**src/hw/rtl/fpts_pkg.sv**
```systemverilog
`timescale 1ns / 1ps
// ----------------------------------------------------------------------------
// fpts_pkg
// Types, constants and the control store of the fixed-priority task
// scheduler.
// ----------------------------------------------------------------------------
package fpts_pkg;

   localparam int TASK_COUNT = 5;
   localparam int TASK_BITS  = (TASK_COUNT > 1) ? $clog2(TASK_COUNT) : 1;
   localparam int TID_BITS   = 3;
   localparam int ADDR_BITS  = 16;
   localparam int PRIO_BITS  = 8;
   localparam int SETUP_REGS = 4;
   localparam int CSR_BITS   = 25;
   localparam int CSR_IDX_BITS = 3;
   localparam int STEP_BITS  = 4;

   typedef logic [TASK_BITS-1:0] task_idx_type;
   typedef logic [STEP_BITS-1:0] step_type;

   // register indexes
   localparam logic [CSR_IDX_BITS-1:0] CSR_TASK1_SETUP = 3'd0;
   localparam logic [CSR_IDX_BITS-1:0] CSR_TASK2_SETUP = 3'd1;
   localparam logic [CSR_IDX_BITS-1:0] CSR_TASK3_SETUP = 3'd2;
   localparam logic [CSR_IDX_BITS-1:0] CSR_TASK4_SETUP = 3'd3;
   localparam logic [CSR_IDX_BITS-1:0] CSR_ROOT_ENTRY  = 3'd4;

   typedef enum logic [1:0] {
      MODE_START     = 2'd0,
      MODE_ACTIVATE  = 2'd1,
      MODE_CHAIN     = 2'd2,
      MODE_TERMINATE = 2'd3
   } mode_type;

   typedef enum logic [1:0] {
      TS_SUSPENDED = 2'd0,
      TS_READY     = 2'd1,
      TS_RUNNING   = 2'd2
   } task_state_type;

   typedef struct packed {
      mode_type            mode;
      logic [TID_BITS-1:0] task_id;
      logic [ADDR_BITS-1:0] resume_address;
   } req_type;

   typedef struct packed {
      logic [TID_BITS-1:0]  run_task;
      logic [ADDR_BITS-1:0] jump_address;
   } rsp_type;

   typedef struct packed {
      logic                  autostart;
      logic [PRIO_BITS-1:0]  prio;
      logic [ADDR_BITS-1:0]  start_addr;
   } task_setup_type;

   // control word fields
   typedef enum logic [1:0] {SEL_ZERO, SEL_CUR, SEL_TID, SEL_SCAN} sel_type;
   typedef enum logic [1:0] {STW_NONE, STW_READY, STW_SUSP, STW_RUN} st_wr_type;
   typedef enum logic [2:0] {
      C_ALWAYS, C_SUSP, C_SUSP_AUTO, C_NOT_ROOT, C_TID_OK, C_TID_OK_SUSP
   } cond_type;
   typedef enum logic [1:0] {RPW_NONE, RPW_RET, RPW_START} rp_wr_type;
   typedef enum logic [2:0] {
      SC_NONE, SC_INIT_ZERO, SC_INIT_ONE, SC_INC, SC_PICK
   } scan_op_type;
   typedef enum logic [1:0] {CU_NONE, CU_TID, CU_PICK} cur_op_type;
   typedef enum logic [1:0] {J_NEXT, J_GO, J_LOOP, J_TID_BAD} jump_type;

   typedef struct packed {
      sel_type     sel;
      st_wr_type   st_wr;
      cond_type    st_cond;
      rp_wr_type   rp_wr;
      cond_type    rp_cond;
      scan_op_type scan_op;
      cur_op_type  cur_op;
      jump_type    jump;
      step_type    target;
      logic        emit;
   } uword_type;

   typedef struct packed {
      logic scan_last;
      logic tid_bad;
   } dp_status_type;

   // program steps
   localparam step_type STEP_START     = 4'd0;
   localparam step_type STEP_AUTO      = 4'd1;
   localparam step_type STEP_ACT_SAVE  = 4'd2;
   localparam step_type STEP_ACT_WAKE  = 4'd3;
   localparam step_type STEP_CHN_LEAVE = 4'd4;
   localparam step_type STEP_CHN_ENTER = 4'd5;
   localparam step_type STEP_TERM      = 4'd6;
   localparam step_type STEP_SCHED     = 4'd7;
   localparam step_type STEP_SCAN      = 4'd8;
   localparam step_type STEP_PICK      = 4'd9;
   localparam step_type STEP_OUT       = 4'd10;

   localparam uword_type UWORD_NOP = '{
      sel: SEL_ZERO, st_wr: STW_NONE, st_cond: C_ALWAYS, rp_wr: RPW_NONE,
      rp_cond: C_ALWAYS, scan_op: SC_NONE, cur_op: CU_NONE, jump: J_NEXT,
      target: STEP_START, emit: 1'b0
   };

   function automatic step_type entry_of(input mode_type mode);
      step_type s;
      case (mode)
         MODE_START:     s = STEP_START;
         MODE_ACTIVATE:  s = STEP_ACT_SAVE;
         MODE_CHAIN:     s = STEP_CHN_LEAVE;
         MODE_TERMINATE: s = STEP_TERM;
         default:        s = STEP_TERM;
      endcase
      return s;
   endfunction

   function automatic uword_type ucode_rom(input step_type step);
      uword_type w;
      w = UWORD_NOP;
      case (step)
         STEP_START: begin
            w.sel     = SEL_ZERO;
            w.st_wr   = STW_READY;
            w.rp_wr   = RPW_START;
            w.scan_op = SC_INIT_ONE;
         end
         STEP_AUTO: begin
            w.sel     = SEL_SCAN;
            w.st_wr   = STW_READY;
            w.st_cond = C_SUSP_AUTO;
            w.rp_wr   = RPW_START;
            w.rp_cond = C_SUSP_AUTO;
            w.scan_op = SC_INC;
            w.jump    = J_LOOP;
            w.target  = STEP_SCHED;
         end
         STEP_ACT_SAVE: begin
            w.sel     = SEL_CUR;
            w.rp_wr   = RPW_RET;
         end
         STEP_ACT_WAKE: begin
            w.sel     = SEL_TID;
            w.st_wr   = STW_READY;
            w.st_cond = C_TID_OK_SUSP;
            w.rp_wr   = RPW_START;
            w.rp_cond = C_TID_OK_SUSP;
            w.jump    = J_GO;
            w.target  = STEP_SCHED;
         end
         STEP_CHN_LEAVE: begin
            w.sel     = SEL_CUR;
            w.st_wr   = STW_SUSP;
            w.st_cond = C_TID_OK;
            w.jump    = J_TID_BAD;
            w.target  = STEP_OUT;
         end
         STEP_CHN_ENTER: begin
            w.sel     = SEL_TID;
            w.st_wr   = STW_RUN;
            w.rp_wr   = RPW_START;
            w.rp_cond = C_SUSP;
            w.cur_op  = CU_TID;
            w.jump    = J_GO;
            w.target  = STEP_OUT;
         end
         STEP_TERM: begin
            w.sel     = SEL_CUR;
            w.st_wr   = STW_SUSP;
            w.st_cond = C_NOT_ROOT;
            w.jump    = J_GO;
            w.target  = STEP_SCHED;
         end
         STEP_SCHED: begin
            w.scan_op = SC_INIT_ZERO;
         end
         STEP_SCAN: begin
            w.sel     = SEL_SCAN;
            w.scan_op = SC_PICK;
            w.jump    = J_LOOP;
            w.target  = STEP_PICK;
         end
         STEP_PICK: begin
            w.cur_op  = CU_PICK;
         end
         STEP_OUT: begin
            w.sel     = SEL_CUR;
            w.emit    = 1'b1;
         end
         default: begin
            w.sel     = SEL_CUR;
            w.emit    = 1'b1;
         end
      endcase
      return w;
   endfunction

endpackage

```
**src/hw/rtl/fpts_csr.sv**
```systemverilog
`timescale 1ns / 1ps
// ----------------------------------------------------------------------------
// fpts_csr
// Setup registers and the per-task view of start address, priority and
// autostart.
// ----------------------------------------------------------------------------
module fpts_csr (
   input  logic                                  clock,
   input  logic                                  reset,
   input  logic                                  csr_wr_en,
   input  logic [fpts_pkg::CSR_IDX_BITS-1:0]     csr_index,
   input  logic [fpts_pkg::CSR_BITS-1:0]         csr_wr_data,
   output fpts_pkg::task_setup_type              setups [fpts_pkg::TASK_COUNT]
);
   import fpts_pkg::*;

   logic [CSR_BITS-1:0]  setup_ff [SETUP_REGS];
   logic [ADDR_BITS-1:0] root_ff;

   always_ff @(posedge clock) begin
      if (reset) begin
         for (int i = 0; i < SETUP_REGS; i++) begin
            setup_ff[i] <= '0;
         end
         root_ff <= '0;
      end else if (csr_wr_en) begin
         case (csr_index)
            CSR_TASK1_SETUP: setup_ff[0] <= csr_wr_data;
            CSR_TASK2_SETUP: setup_ff[1] <= csr_wr_data;
            CSR_TASK3_SETUP: setup_ff[2] <= csr_wr_data;
            CSR_TASK4_SETUP: setup_ff[3] <= csr_wr_data;
            CSR_ROOT_ENTRY:  root_ff <= csr_wr_data[ADDR_BITS-1:0];
            default: ;
         endcase
      end
   end

   always_comb begin
      for (int i = 0; i < TASK_COUNT; i++) begin
         if (i == 0) begin
            setups[i] = '{autostart: 1'b0, prio: '0, start_addr: root_ff};
         end else if (i <= SETUP_REGS) begin
            setups[i] = task_setup_type'(setup_ff[i-1]);
         end else begin
            setups[i] = '0;
         end
      end
   end

endmodule

```
**src/hw/rtl/fpts_datapath.sv**
```systemverilog
`timescale 1ns / 1ps
// ----------------------------------------------------------------------------
// fpts_datapath
// Task table, scan registers and result register, driven one control word
// per cycle while exec is high.
// ----------------------------------------------------------------------------
module fpts_datapath (
   input  logic                        clock,
   input  logic                        reset,
   input  logic                        req_take,
   input  fpts_pkg::req_type           req_payload,
   input  logic                        exec,
   input  fpts_pkg::uword_type         uword,
   input  fpts_pkg::task_setup_type    setups [fpts_pkg::TASK_COUNT],
   output fpts_pkg::dp_status_type     status,
   output fpts_pkg::rsp_type           rsp_payload
);
   import fpts_pkg::*;

   task_state_type        state_ff [TASK_COUNT];
   logic [ADDR_BITS-1:0]  rp_ff [TASK_COUNT];
   task_idx_type          cur_ff;
   task_idx_type          scan_ff;
   task_idx_type          pick_ff;
   logic [PRIO_BITS-1:0]  best_ff;
   logic [TID_BITS-1:0]   tid_ff;
   logic [ADDR_BITS-1:0]  ret_ff;
   rsp_type               rsp_ff;

   task_idx_type          idx;
   logic                  idx_ok;
   logic                  tid_ok;
   task_state_type        rd_state;
   logic [ADDR_BITS-1:0]  rd_rp;
   task_setup_type        rd_setup;
   logic                  eligible;
   logic                  st_go;
   logic                  rp_go;
   logic [ADDR_BITS-1:0]  rp_val;
   task_state_type        st_val;

   function automatic logic cond_ok(input cond_type c, input task_state_type s,
                                    input logic autostart, input logic not_root,
                                    input logic tok);
      logic r;
      case (c)
         C_ALWAYS:      r = 1'b1;
         C_SUSP:        r = (s == TS_SUSPENDED);
         C_SUSP_AUTO:   r = (s == TS_SUSPENDED) && autostart;
         C_NOT_ROOT:    r = not_root;
         C_TID_OK:      r = tok;
         C_TID_OK_SUSP: r = tok && (s == TS_SUSPENDED);
         default:       r = 1'b0;
      endcase
      return r;
   endfunction

   always_comb begin
      case (uword.sel)
         SEL_ZERO: idx = '0;
         SEL_CUR:  idx = cur_ff;
         SEL_TID:  idx = TASK_BITS'(tid_ff);
         SEL_SCAN: idx = scan_ff;
         default:  idx = '0;
      endcase
      idx_ok   = (32'(idx) < 32'(TASK_COUNT));
      tid_ok   = (32'(tid_ff) < 32'(TASK_COUNT));
      rd_state = idx_ok ? state_ff[idx] : TS_SUSPENDED;
      rd_rp    = idx_ok ? rp_ff[idx] : '0;
      rd_setup = idx_ok ? setups[idx] : '0;
      eligible = (rd_state == TS_READY) || (rd_state == TS_RUNNING);
      st_go    = exec && idx_ok && (uword.st_wr != STW_NONE) &&
                 cond_ok(uword.st_cond, rd_state, rd_setup.autostart,
                         cur_ff != '0, tid_ok);
      rp_go    = exec && idx_ok && (uword.rp_wr != RPW_NONE) &&
                 cond_ok(uword.rp_cond, rd_state, rd_setup.autostart,
                         cur_ff != '0, tid_ok);
      rp_val   = (uword.rp_wr == RPW_RET) ? ret_ff : rd_setup.start_addr;
      case (uword.st_wr)
         STW_READY: st_val = TS_READY;
         STW_RUN:   st_val = TS_RUNNING;
         default:   st_val = TS_SUSPENDED;
      endcase
   end

   always_ff @(posedge clock) begin
      if (reset) begin
         for (int i = 0; i < TASK_COUNT; i++) begin
            state_ff[i] <= TS_SUSPENDED;
            rp_ff[i]    <= '0;
         end
         cur_ff  <= '0;
         scan_ff <= '0;
      end else begin
         if (st_go) begin
            state_ff[idx] <= st_val;
         end
         if (rp_go) begin
            rp_ff[idx] <= rp_val;
         end
         if (exec) begin
            case (uword.scan_op)
               SC_INIT_ZERO: scan_ff <= '0;
               SC_INIT_ONE:  scan_ff <= TASK_BITS'(1);
               SC_INC:       scan_ff <= scan_ff + TASK_BITS'(1);
               SC_PICK:      scan_ff <= scan_ff + TASK_BITS'(1);
               default: ;
            endcase
            case (uword.cur_op)
               CU_TID:  cur_ff <= TASK_BITS'(tid_ff);
               CU_PICK: cur_ff <= pick_ff;
               default: ;
            endcase
         end
      end
   end

   always_ff @(posedge clock) begin
      if (req_take) begin
         tid_ff <= req_payload.task_id;
         ret_ff <= req_payload.resume_address;
      end
      if (exec && (uword.scan_op == SC_INIT_ZERO)) begin
         best_ff <= '0;
         pick_ff <= '0;
      end else if (exec && (uword.scan_op == SC_PICK) && eligible &&
                   (rd_setup.prio >= best_ff)) begin
         best_ff <= rd_setup.prio;
         pick_ff <= scan_ff;
      end
      if (exec && uword.emit) begin
         rsp_ff.run_task     <= TID_BITS'(cur_ff);
         rsp_ff.jump_address <= rd_rp;
      end
   end

   assign status.scan_last = (scan_ff == TASK_BITS'(TASK_COUNT - 1));
   assign status.tid_bad   = !tid_ok;
   assign rsp_payload      = rsp_ff;

endmodule

```
**src/hw/rtl/fpts_seq.sv**
```systemverilog
`timescale 1ns / 1ps
// ----------------------------------------------------------------------------
// fpts_seq
// Step counter and control store: dispatch on the service call, conditional
// jumps, and the handshakes of both channels.
// ----------------------------------------------------------------------------
module fpts_seq (
   input  logic                     clock,
   input  logic                     reset,
   input  logic                     req_valid,
   output logic                     req_ready,
   input  fpts_pkg::mode_type       req_mode,
   output logic                     rsp_valid,
   input  logic                     rsp_ready,
   input  fpts_pkg::dp_status_type  status,
   output logic                     req_take,
   output logic                     exec,
   output fpts_pkg::uword_type      uword
);
   import fpts_pkg::*;

   logic     busy_ff, busy_in;
   step_type step_ff, step_in;
   logic     rsp_valid_ff, rsp_valid_in;
   logic     out_free;

   always_comb begin
      uword    = ucode_rom(step_ff);
      out_free = !rsp_valid_ff || rsp_ready;
      exec     = busy_ff && (!uword.emit || out_free);
      req_take = req_valid && !busy_ff;
      busy_in  = busy_ff;
      step_in  = step_ff;
      rsp_valid_in = rsp_valid_ff && !rsp_ready;
      if (req_take) begin
         busy_in = 1'b1;
         step_in = entry_of(req_mode);
      end else if (exec) begin
         case (uword.jump)
            J_NEXT:    step_in = step_ff + STEP_BITS'(1);
            J_GO:      step_in = uword.target;
            J_LOOP:    step_in = status.scan_last ? uword.target : step_ff;
            J_TID_BAD: step_in = status.tid_bad ? uword.target
                                                : step_ff + STEP_BITS'(1);
            default:   step_in = uword.target;
         endcase
         if (uword.emit) begin
            busy_in      = 1'b0;
            rsp_valid_in = 1'b1;
         end
      end
   end

   always_ff @(posedge clock) begin
      if (reset) begin
         busy_ff      <= 1'b0;
         step_ff      <= STEP_START;
         rsp_valid_ff <= 1'b0;
      end else begin
         busy_ff      <= busy_in;
         step_ff      <= step_in;
         rsp_valid_ff <= rsp_valid_in;
      end
   end

   assign req_ready = !busy_ff;
   assign rsp_valid = rsp_valid_ff;

endmodule

```
**src/hw/rtl/fixed_priority_task_scheduler.sv**
```systemverilog
`timescale 1ns / 1ps
// path from request transaction to response valid, set by the microprogram
// and its scan loop over the task table (start scans first for autostart tasks):
//   chain leave, enter, out (leave, out on bad target); rest sched, scan, pick, out
// one call in flight: a new request is taken the cycle after the response is loaded
// synchronous active-high reset: all tasks suspended, resume addresses and current
// task zero, setup registers zero
// ----------------------------------------------------------------------------
// fixed_priority_task_scheduler
// Five-entry fixed-priority task table serving start, activate, chain and
// terminate calls with the task to run and its jump address.
// ----------------------------------------------------------------------------
module fixed_priority_task_scheduler (
   input  logic                                clock,
   input  logic                                reset,
   input  logic                                req_valid,
   output logic                                req_ready,
   input  fpts_pkg::req_type                   req_payload,
   output logic                                rsp_valid,
   input  logic                                rsp_ready,
   output fpts_pkg::rsp_type                   rsp_payload,
   input  logic                                csr_wr_en,
   input  logic [fpts_pkg::CSR_IDX_BITS-1:0]   csr_index,
   input  logic [fpts_pkg::CSR_BITS-1:0]       csr_wr_data
);
   import fpts_pkg::*;

   task_setup_type setups [TASK_COUNT];
   dp_status_type  status;
   uword_type      uword;
   logic           req_take;
   logic           exec;

   fpts_csr u_csr (
      .clock       (clock),
      .reset       (reset),
      .csr_wr_en   (csr_wr_en),
      .csr_index   (csr_index),
      .csr_wr_data (csr_wr_data),
      .setups      (setups)
   );

   fpts_seq u_seq (
      .clock     (clock),
      .reset     (reset),
      .req_valid (req_valid),
      .req_ready (req_ready),
      .req_mode  (req_payload.mode),
      .rsp_valid (rsp_valid),
      .rsp_ready (rsp_ready),
      .status    (status),
      .req_take  (req_take),
      .exec      (exec),
      .uword     (uword)
   );

   fpts_datapath u_dp (
      .clock       (clock),
      .reset       (reset),
      .req_take    (req_take),
      .req_payload (req_payload),
      .exec        (exec),
      .uword       (uword),
      .setups      (setups),
      .status      (status),
      .rsp_payload (rsp_payload)
   );

endmodule
```
**config.mk**
```make
export PLATFORM = sky130hd
export DESIGN_NAME = fixed_priority_task_scheduler
export DESIGN_NICKNAME = d
export VERILOG_FILES = /design/src/hw/rtl/fpts_pkg.sv /design/src/hw/rtl/fpts_csr.sv /design/src/hw/rtl/fpts_datapath.sv /design/src/hw/rtl/fpts_seq.sv /design/src/hw/rtl/fixed_priority_task_scheduler.sv
export SDC_FILE = /design/constraint.sdc
export NUM_CORES = 1
export LEC_CHECK = 0
export BUFFER_PORTS_ARGS = -buffer_cell sky130_fd_sc_hd__buf_2
export CAP_MARGIN = 30
export CORE_MARGIN = 3
export CORE_UTILIZATION = 65
export CTS_CLUSTER_DIAMETER = 100
export DETAILED_ROUTE_END_ITERATION = 8
export GPL_TIMING_DRIVEN = 1
export PLACE_DENSITY = 0.84
export SLEW_MARGIN = 15
export SYNTH_ARGS = -nofsm -noshare
export SYNTH_HDL_FRONTEND = slang
export SYNTH_SLANG_ARGS = --single-unit
```
**constraint.sdc**
```tcl
create_clock -name clock -period 7.91 [get_ports clock]
set_clock_uncertainty 0.1 [all_clocks]
set_input_delay 0.791 -clock clock [delete_from_list [all_inputs] [get_ports clock]]
set_output_delay 0.791 -clock clock [all_outputs]
set_load 0.01 [all_outputs]
```
* After elaboration in Yosys (flattened, before gate mapping)
Memories as Yosys holds them, arrays and structs flattened. A register that Yosys moved wholly into a read port is not among the register bits.
Cells that the tools add are included.
** Operators by class
- Add/sub/neg operators :: 2
- Magnitude comparators :: 4
- Equality and inequality tests :: 46
- Muxes and demuxes :: 67
- Bitwise logic cells :: 5
- Reductions and logical operators :: 52
** Operator list (count)
- 25-bit two-way mux :: 7
- 25-bit binary-select mux with 3-bit select :: 1
- 3-bit one-hot mux with 4 select lines :: 3
- 1-bit two-way mux :: 33
- 16-bit two-way mux :: 2
- 4-bit one-hot mux with 4 select lines :: 2
- 6-bit one-hot mux with 5 select lines :: 1
- 3-bit by 2-bit equality test with 1-bit output, second input constant :: 8
- 3-bit equality test, second input constant :: 7
- 2-bit equality test, second input constant :: 9
- 3-bit one-hot mux with 3 select lines :: 2
- 4-bit by 3-bit equality test with 1-bit output, second input constant :: 4
- 4-bit two-way mux :: 4
- 16-bit OR reduction :: 1
- 1-bit logical AND :: 15
- 2-bit by 1-bit equality test with 1-bit output, second input constant :: 7
- 3-bit by 1-bit equality test with 1-bit output, second input constant :: 4
- 1-bit one-hot mux with 6 select lines :: 2
- 2-bit one-hot mux with 2 select lines :: 3
- 2-bit one-hot mux with 3 select lines :: 2
- 2-bit OR reduction :: 6
- 2-bit AND reduction :: 5
- 10-bit OR reduction :: 1
- 3-bit zero test :: 3
- 23 further kinds :: 44
** Storage, ports and cells
- Register bits :: 61
- Bits in writable memories :: 190
- Bits of input ports :: 54
- Output and inout port bits :: 21
- Word-level logic and storage cells :: 190
- Memories :: 3
** Memories
- u_csr.setup_ff :: depth 4, bits a word 25, read ports 4, clocked after memory_dff 0, wr ports 4, RTL line fpts_csr.sv:17 : logic [CSR_BITS-1:0] setup_ff [SETUP_REGS];
- u_dp.rp_ff :: depth 5, bits a word 16, read ports 1, clocked after memory_dff 1, wr ports 5, RTL line fpts_datapath.sv:21 : logic [ADDR_BITS-1:0] rp_ff [TASK_COUNT];
- u_dp.state_ff :: depth 5, bits a word 2, read ports 1, clocked after memory_dff 0, wr ports 5, RTL line fpts_datapath.sv:20 : task_state_type state_ff [TASK_COUNT];

* Logic depth before layout (Yosys ltp)
Gate-level depths: netlist of run 1.
- Word-level depth :: 18
- Depth in mapped cells :: 21
- Depth with buffers taken out :: 16

* Modules after synthesis
From an unflattened synthesis of run 1, not the netlist that was laid out.
** Unflattened totals
- Cell total of the unflattened synthesis :: 1188
- Area total of the unflattened synthesis :: 13987.2 um^2
** Modules (own cells, without submodules)
- fpts_datapath :: instances 1, cells an instance 741, area each 7972.6 um^2, seq. area each 4184.0 um^2
- fpts_csr :: instances 1, cells an instance 338, area each 5262.5 um^2, seq. area each 3323.2 um^2
- fpts_seq :: instances 1, cells an instance 109, area each 752.0 um^2, seq. area each 120.1 um^2

* Worst setup path after synthesis of run 1
Ideal clock, no wire load.
- Path type :: register to register
- From :: reg u_seq.step_ff[1]
- To :: mem u_dp.rp_ff[0][0] (enable)
- Library setup time :: 0.411 ns
- Arrival time :: 4.508 ns
- Data required time :: 7.399 ns
- Setup slack :: 2.891 ns
- Cell stages (with the launch flop) :: 20
- Path buffers :: 4
- Period minus slack after synthesis :: 5.019 ns
- Path through :: dfxtp_1 -> inv_1 -> ha_1 -> buf_2 -> mux2i_2 -> nand2_1 -> a31oi_2 -> nand4_1 -> buf_2 -> buf_4 -> nor2_1 -> or4_1 -> ha_1 -> o21ai_0 -> o2111ai_1 -> nor3_1 -> a211oi_1 -> o21ai_1 -> buf_2 -> o21ai_0
** RTL lines
- start, declared :: RTL line fpts_seq.sv:23 : step_type step_ff, step_in;
- start signal, assigned :: RTL line fpts_seq.sv:61 : step_ff <= step_in;
- end, declared :: RTL line fpts_datapath.sv:21

==> reports/qor.csv, run 1 <==
stage;metric;value;unit
clock_tree;cts_sinks;267;
cells_and_area;layout_common_cells;edfxtp_1 (228), and2_1 (101), nor3_1 (86);
critical_path;slowest_delay;0.68;ns
floorplanning;fp.dieW;147;µm
timing;setup_violations;0;
synthesis;synthArstFlopShare;0;
floorplanning;coreArea;19100;µm²
grt;grt_max_degree;43;
critical_path;cp_common_cell;buf_4;
synthesis;post-synth-top-area-cell;edfxtp_1;
critical_path;critPathMaxFanout;39;
cells_and_area;fillCellCount;1208;
floorplanning;io_pins;75;
critical_path;end_kind;flip-flop;
clock_tree;cts_hold_buf;0;
route;routed_wl;31.7;mm
critical_path;crit_family;compound AO/OA/AOI/OAI gates;
critical_path;worst-path-buf-inv;4;
route;viasPerCell;6.68;
synthesis;synthTopCellsByArea;edfxtp_1 (53%), dfxtp_1 (6.1%), and2_1 (4.9%), nor3_1 (3.4%), o21ai_0 (2.9%);
placed_design;dpl_cell_area;13500;µm²
synthesis;yosysTopAreaCellShare;0.533;
clock_tree;path_clk_slew;0.06;ns
clock_tree;ctsLongestPathBuffers;3;
cells_and_area;fin_util;0.755;
floorplanning;dieArea;21500;µm²
route;dr.pass1.iters;5;
flow_run;maxCapViolations;0;
cells_and_area;syn_to_final_growth;12.3;%
critical_path;path_cells;ha_1, mux2i_2, o32ai_2, o22ai_4, buf_4, nand4_1, buf_4, nor2_1, or4_1, ha_1, o21ai_0, o2111ai_1, nor3_1, a211oi_1, o21ai_2, buf_4, o21ai_1, buf_4;
synthesis;synth_fp_nets;1169;
pwr;p_per_area;248;nW/µm²
placed_design;place.gp.congestion;0.882;
clock_tree;post_cts_buffers;0;
cells_and_area;drive_above_1_share;0.186;
timing;hold_viol;0;
placed_design;pre_cts_ws;2.05;ns
outcome;status;complete, no violations;
synthesis;synth_seq_area_share;0.594;
cells_and_area;layout_commonest_cell;edfxtp_1;
grt;grt_pass1_vias;9281;
critical_path;worst_path_max_delay_cell;ha_1;
placed_design;portBuffers;74;
floorplanning;rows;50;
critical_path;critPathArrivalTime;6.32;ns
min_path;hold_path.class;in -> reg;
pwr;peakVddDrop;207;µV
clock_tree;clk_latency;0.54;ns
route;drc;0;
synthesis;netlist_area;12800;µm²
timing;slew_headroom;0.351;
grt;grt_pass1_wl;50.5;mm
cells_and_area;nets;1227;
grt;grtUsageTotal;0.293;
critical_path;required;8.10;ns
cells_and_area;final_cell_area;14400;µm²
route;antenna_left;0;
timing;max_slew.worst_pin.slew;0.971;ns
floorplanning;initial_utilization;0.673;
clock_tree;htree_levels;1;
timing;rsz0062_at_grt;false;
timing;setup_slack;1.78;ns
route;initialDrtViolationCount;1305;
timing;period_share;0.775;
synthesis;synth_warnings;0;
floorplanning;die_h;147;µm
timing;min_period;6.13;ns
critical_path;critical_path_class;reg -> reg;
clock_tree;numCtsBuffers;27;
synthesis;synth_edf_count;228;
synthesis;ys_ff_latch;267;
clock_tree;cts_resized;0;
synthesis;ys_types;70;
placed_design;dp_hpwl;20.6;mm
synthesis;synth_ff_type;edfxtp_1;
cells_and_area;n_antenna_cell;0;
timing;setup-tns-final;0;ns
timing;timing.fmax;0.163;GHz
synthesis;syn_avg_cell_area;11.7;µm²
critical_path;start_kind;flip-flop;
grt;grt-ovfl-total;0;
route;vias;9582;
pwr;p_leak;4.91;nW
grt;grt_antenna_before_repair;0;
clock_tree;cts_tree;built;
route;wl_per_cell;22.1;µm
synthesis;postSynthCellCount;1096;
timing;slew_violations;0;
clock_tree;cts_root_buf;clkbuf_16;
==> registers in the layout, summed over array words and instances, names as in the netlist, 4 cells and up <==
| signal | cells |
|---|---|
| u_csr.setup_ff | 100 |
| u_dp.rp_ff | 80 |
| u_dp.rsp_payload | 19 |
| u_csr.root_ff | 16 |
| u_dp.ret_ff | 16 |
| u_dp.state_ff | 10 |
| u_dp.best_ff | 8 |
| u_seq.step_ff | 4 |
==> power breakdown <==
part / switching, W / leakage, nW / internal (W)
combinational: 0.000468 / 1.90 / 0.000216
clock: 0.000526 / 0.427 / 0.000715
sequential: 0.0000355 / 2.57 / 0.00162
total: 0.00103 / 4.91 / 0.00255
==> layer usage <==
| layer | wire [µm] | global-route usage | vias up |
|---|---|---|---|
| met3 | 3040 | 0.0444 | 69 |
| met1 | 12800 | 0.421 | 4609 |
| met4 | 714 | 0.0851 | 0 |
| met2 | 15200 | 0.472 | 550 |
| li1 | - | - | 4354 |
| met5 | 0 | 0 | - |
==> worst reg2reg max path, cell delays in order (launching register included) <==
cell and delay (ns):
dfxtp_1 0.42, ha_1 0.68, mux2i_2 0.28, o32ai_2 0.37
o22ai_4 0.23, buf_4 0.29, nand4_1 0.14, buf_4 0.47
nor2_1 0.15, or4_1 0.59, ha_1 0.26, o21ai_0 0.17
o2111ai_1 0.29, nor3_1 0.23, a211oi_1 0.12, o21ai_2 0.10
buf_4 0.39, o21ai_1 0.30, buf_4 0.30
==> synth_stat cells, drive strengths merged (16+ instances only) <==
library cell and number:
a21oi 66, clkbuf 45, ha 19, buf 35, a211oi 20, nor2 41, o221a 17, a22oi 16
inv 22, o21ai 77, nand2 77, a32oi 18, and2 101, dfxtp 39, o221ai 25, nor3 88
edfxtp 228
==> final timing paths <==
| path | start | endpoint | slack (ns) | depth (start not counted) |
|---|---|---|---|---|
| worst min-delay path | req_payload[10] | u_dp.ret_ff[10] | 0.33 | 1 |
| worst max-delay path | u_seq.step_ff[0] | u_dp.rp_ff[1][9] | 1.78 | 18 |
| worst max register to register | u_seq.step_ff[0] | u_dp.rp_ff[1][9] | 1.78 | 18 |
| worst min register to register | u_csr.root_ff[10] | u_csr.root_ff[10] | 0.36 | 2 |
==> cells by family after synthesis <==
kind of cell,count (synthesis),share of synthesized area
muxes,12,0.0100
xor gates and xnor gates,1,0.000682
AOI/OAI and AO/OA,321,0.188
adders and majority gates,19,0.0185
DFF,267,0.594
buffers and inverters,102,0.0346
and+or+nand+nor,374,0.154
==> metrics by stage <==
stage          total power [W]  hold slack [ns]  std cells
2_1_floorplan          0.00213            0.336       1096
3_3_place_gp           0.00231            0.343       1376
3_5_place_dp           0.00234            0.348       1383
4_1_cts                0.00356            0.311       1433
5_1_grt                0.00370            0.316       1435
6_report               0.00358            0.326       1435
==> area by class of cell <==
cell class / instances / area, µm² / area share
sequential: 267 / 7630 / 0.529
multi-input combinational: 727 / 4830 / 0.335
clock buffer: 36 / 729 / 0.0506
timing repair buffer: 109 / 691 / 0.0479
tap: 260 / 325 / 0.0226
clock inverter: 14 / 129 / 0.00894
inverter: 22 / 82.6 / 0.00573
Power figures use the tool's default switching activity.
==> inputs of run 2 (changes only) <==
CORE_UTILIZATION = 55   (was 65)
PLACE_DENSITY = 0.76   (was 0.84)
clock period = 5.4 ns   (was 7.91 ns; I/O delays follow)
==> reports/qor.csv, run 2 (synthesis gave the netlist of run 1 again) <==
stage;metric;value;unit;change
cells_and_area;regMostFlops;u_csr.setup_ff;;
critical_path;end_kind;flip-flop;;
floorplanning;fp.dieW;159;µm;+8.4%
cells_and_area;layout_common_cells;edfxtp_1 (228), and2_1 (101), nor3_1 (86);;
critical_path;path_cells;inv_1, ha_1, mux2i_2, o32ai_2, o22ai_4, nand4_1, o22ai_1, or4_1, ha_1, o21ai_0, o2111ai_1, nor3_1, a211oi_1, o21ai_4, o21ai_1, buf_4;;
critical_path;cp_common_cell;ha_1;;
critical_path;critical_path_class;reg -> reg;;
outcome;status;complete, no violations;;
timing;setup_slack;0.428;ns;-1.35 ns
placed_design;portBuffers;74;;unchanged
route;dr.pass1.iters;5;;unchanged
floorplanning;coreArea;22800;µm²;+19%
floorplanning;rows;55;;+10%
pwr;p_leak;5.03;nW;+2.6%
cells_and_area;fin_util;0.647;;-0.108
floorplanning;io_pins;75;;unchanged
clock_tree;numCtsBuffers;29;;+7.4%
placed_design;dp.cells;1453;;+5.1%
timing;slew_violations;0;;unchanged
pwr;peakVddDrop;297;µV;+44%
clock_tree;ctsLongestPathBuffers;3;;unchanged
critical_path;slowest_delay;0.63;ns;-0.05 ns
critical_path;start_kind;flip-flop;;
cells_and_area;n_antenna_cell;0;;unchanged
clock_tree;cts_sinks;267;;unchanged
critical_path;critPathArrivalTime;5.11;ns;-1.21 ns
timing;hold_viol;0;;unchanged
timing;rsz0062_at_grt;false;;
cells_and_area;final_cell_area;14700;µm²;+2.2%
critical_path;reg2reg_slack;0.43;ns;-1.35 ns
cells_and_area;drive_above_1_share;0.200;;+0.0141
placed_design;pre_cts_ws;0.414;ns;-1.63 ns
floorplanning;initial_utilization;0.564;;-0.109
cells_and_area;nets;1247;;+1.6%
timing;min_period;4.97;ns;-1.16 ns
placed_design;place.gp.congestion;0.916;;+3.8%
route;wl_per_cell;21.3;µm;-3.9%
grt;grt_max_degree;48;;+12%
clock_tree;htree_levels;1;;unchanged
grt;grt-ovfl-total;0;;unchanged
clock_tree;cts_tree;built;;
timing;setup_violations;0;;unchanged
route;initialDrtViolationCount;1037;;-21%
timing;period_share;0.921;;+0.145
timing;max_slew.worst_pin.slew;0.961;ns;-0.0102 ns
clock_tree;path_clk_slew;0.06;ns;about the same
route;antenna_left;0;;unchanged
grt;grt_pass1_wl;50.2;mm;-0.64%
clock_tree;post_cts_buffers;0;;unchanged
cells_and_area;largest_register_ffs;100;;unchanged
grt;grtUsageTotal;0.247;;-0.0463
placed_design;dpl_cell_area;13700;µm²;+1.6%
cells_and_area;syn_to_final_growth;14.8;%;
cells_and_area;layout_commonest_cell;edfxtp_1;;
grt;grt_pass1_vias;9277;;-0.043%
timing;setup-tns-final;0;ns;unchanged
route;routed_wl;32.1;mm;+1.1%
flow_run;maxCapViolations;0;;unchanged
pwr;p_per_area;362;nW/µm²;+46%
route;drc;0;;unchanged
floorplanning;die_h;159;µm;+8.4%
critical_path;worst_path_max_delay_cell;o22ai_4;;
route;vias;9460;;-1.3%
placed_design;dp_hpwl;21.3;mm;+3.5%
clock_tree;clk_latency;0.56;ns;+0.02 ns
timing;timing.fmax;0.201;GHz;+23%
critical_path;required;5.53;ns;-2.57 ns
route;viasPerCell;6.26;;-6.2%
timing;slew_headroom;0.359;;+0.00882
min_path;hold_path.class;in -> reg;;
cells_and_area;layout.cells.non_filler;1510;;+5.2%
clock_tree;cts_root_buf;clkbuf_16;;
grt;grt_antenna_before_repair;0;;unchanged
floorplanning;dieArea;25200;µm²;+17%
critical_path;critPathMaxFanout;23;;-41%
## run 2: layer usage
metal / global-route usage / share of wire / wire length, µm / vias to the layer above
met4: 0.0716 / 0.024 / 769 / 0
met2: 0.406 / 0.47 / 15200 / 441
met3: 0.0334 / 0.080 / 2570 / 66
met1: 0.347 / 0.42 / 13500 / 4563
li1: - / - / - / 4390
met5: 0 / 0 / 0 / -
## run 2: path summary, 6_finish.rpt
path / to / depth (start not counted) / startpoint
max reg2reg: u_dp.rp_ff[3][2] / 16 / u_seq.step_ff[0]
min: u_dp.ret_ff[9] / 1 / req_payload[9]
max: u_dp.rp_ff[3][2] / 16 / u_seq.step_ff[0]
min reg2reg: u_csr.root_ff[12] / 2 / u_csr.root_ff[12]
## run 2: power by group
part / switching (W) / total (W) / internal [W]
Clock: 0.000797 / 0.00189 / 0.00109
Sequential: 0.0000466 / 0.00242 / 0.00237
Combinational: 0.000694 / 0.00104 / 0.000344
## run 2: through the flow
stage	total power, W	hold WS, ns
floorplan	0.00312	0.336
global placement	0.00344	0.343
detailed placement	0.00347	0.350
CTS	0.00533	0.0408
global route	0.00552	0.0380
finish	0.00534	0.0499
## run 2: final cells by class
type	instances	area (µm²)
Timing Repair Buffer	127	856
Inverter	22	82.6
Sequential cell	267	7630
Clock buffer	44	852
Clock inverter	10	67.6
Multi-Input combinational cell	727	4860
Tap cell	313	392
Fill cell	1705	8040
## run 2: repair_timing
item                                    4_1_cts  5_1_grt
endpoints found under the setup margin        0       10
hold buffers                                  0        0
gates resized for setup                       0        2
## run 2: worst max-delay path: cells and delay by family, from the launching register on
kind / cells / cell delay [ns]
simple gates: 3 / 0.61
buf+inv: 2 / 0.39
flops: 1 / 0.42
mux: 1 / 0.35
fa+ha+maj: 2 / 0.48
compound gates: 8 / 2.26
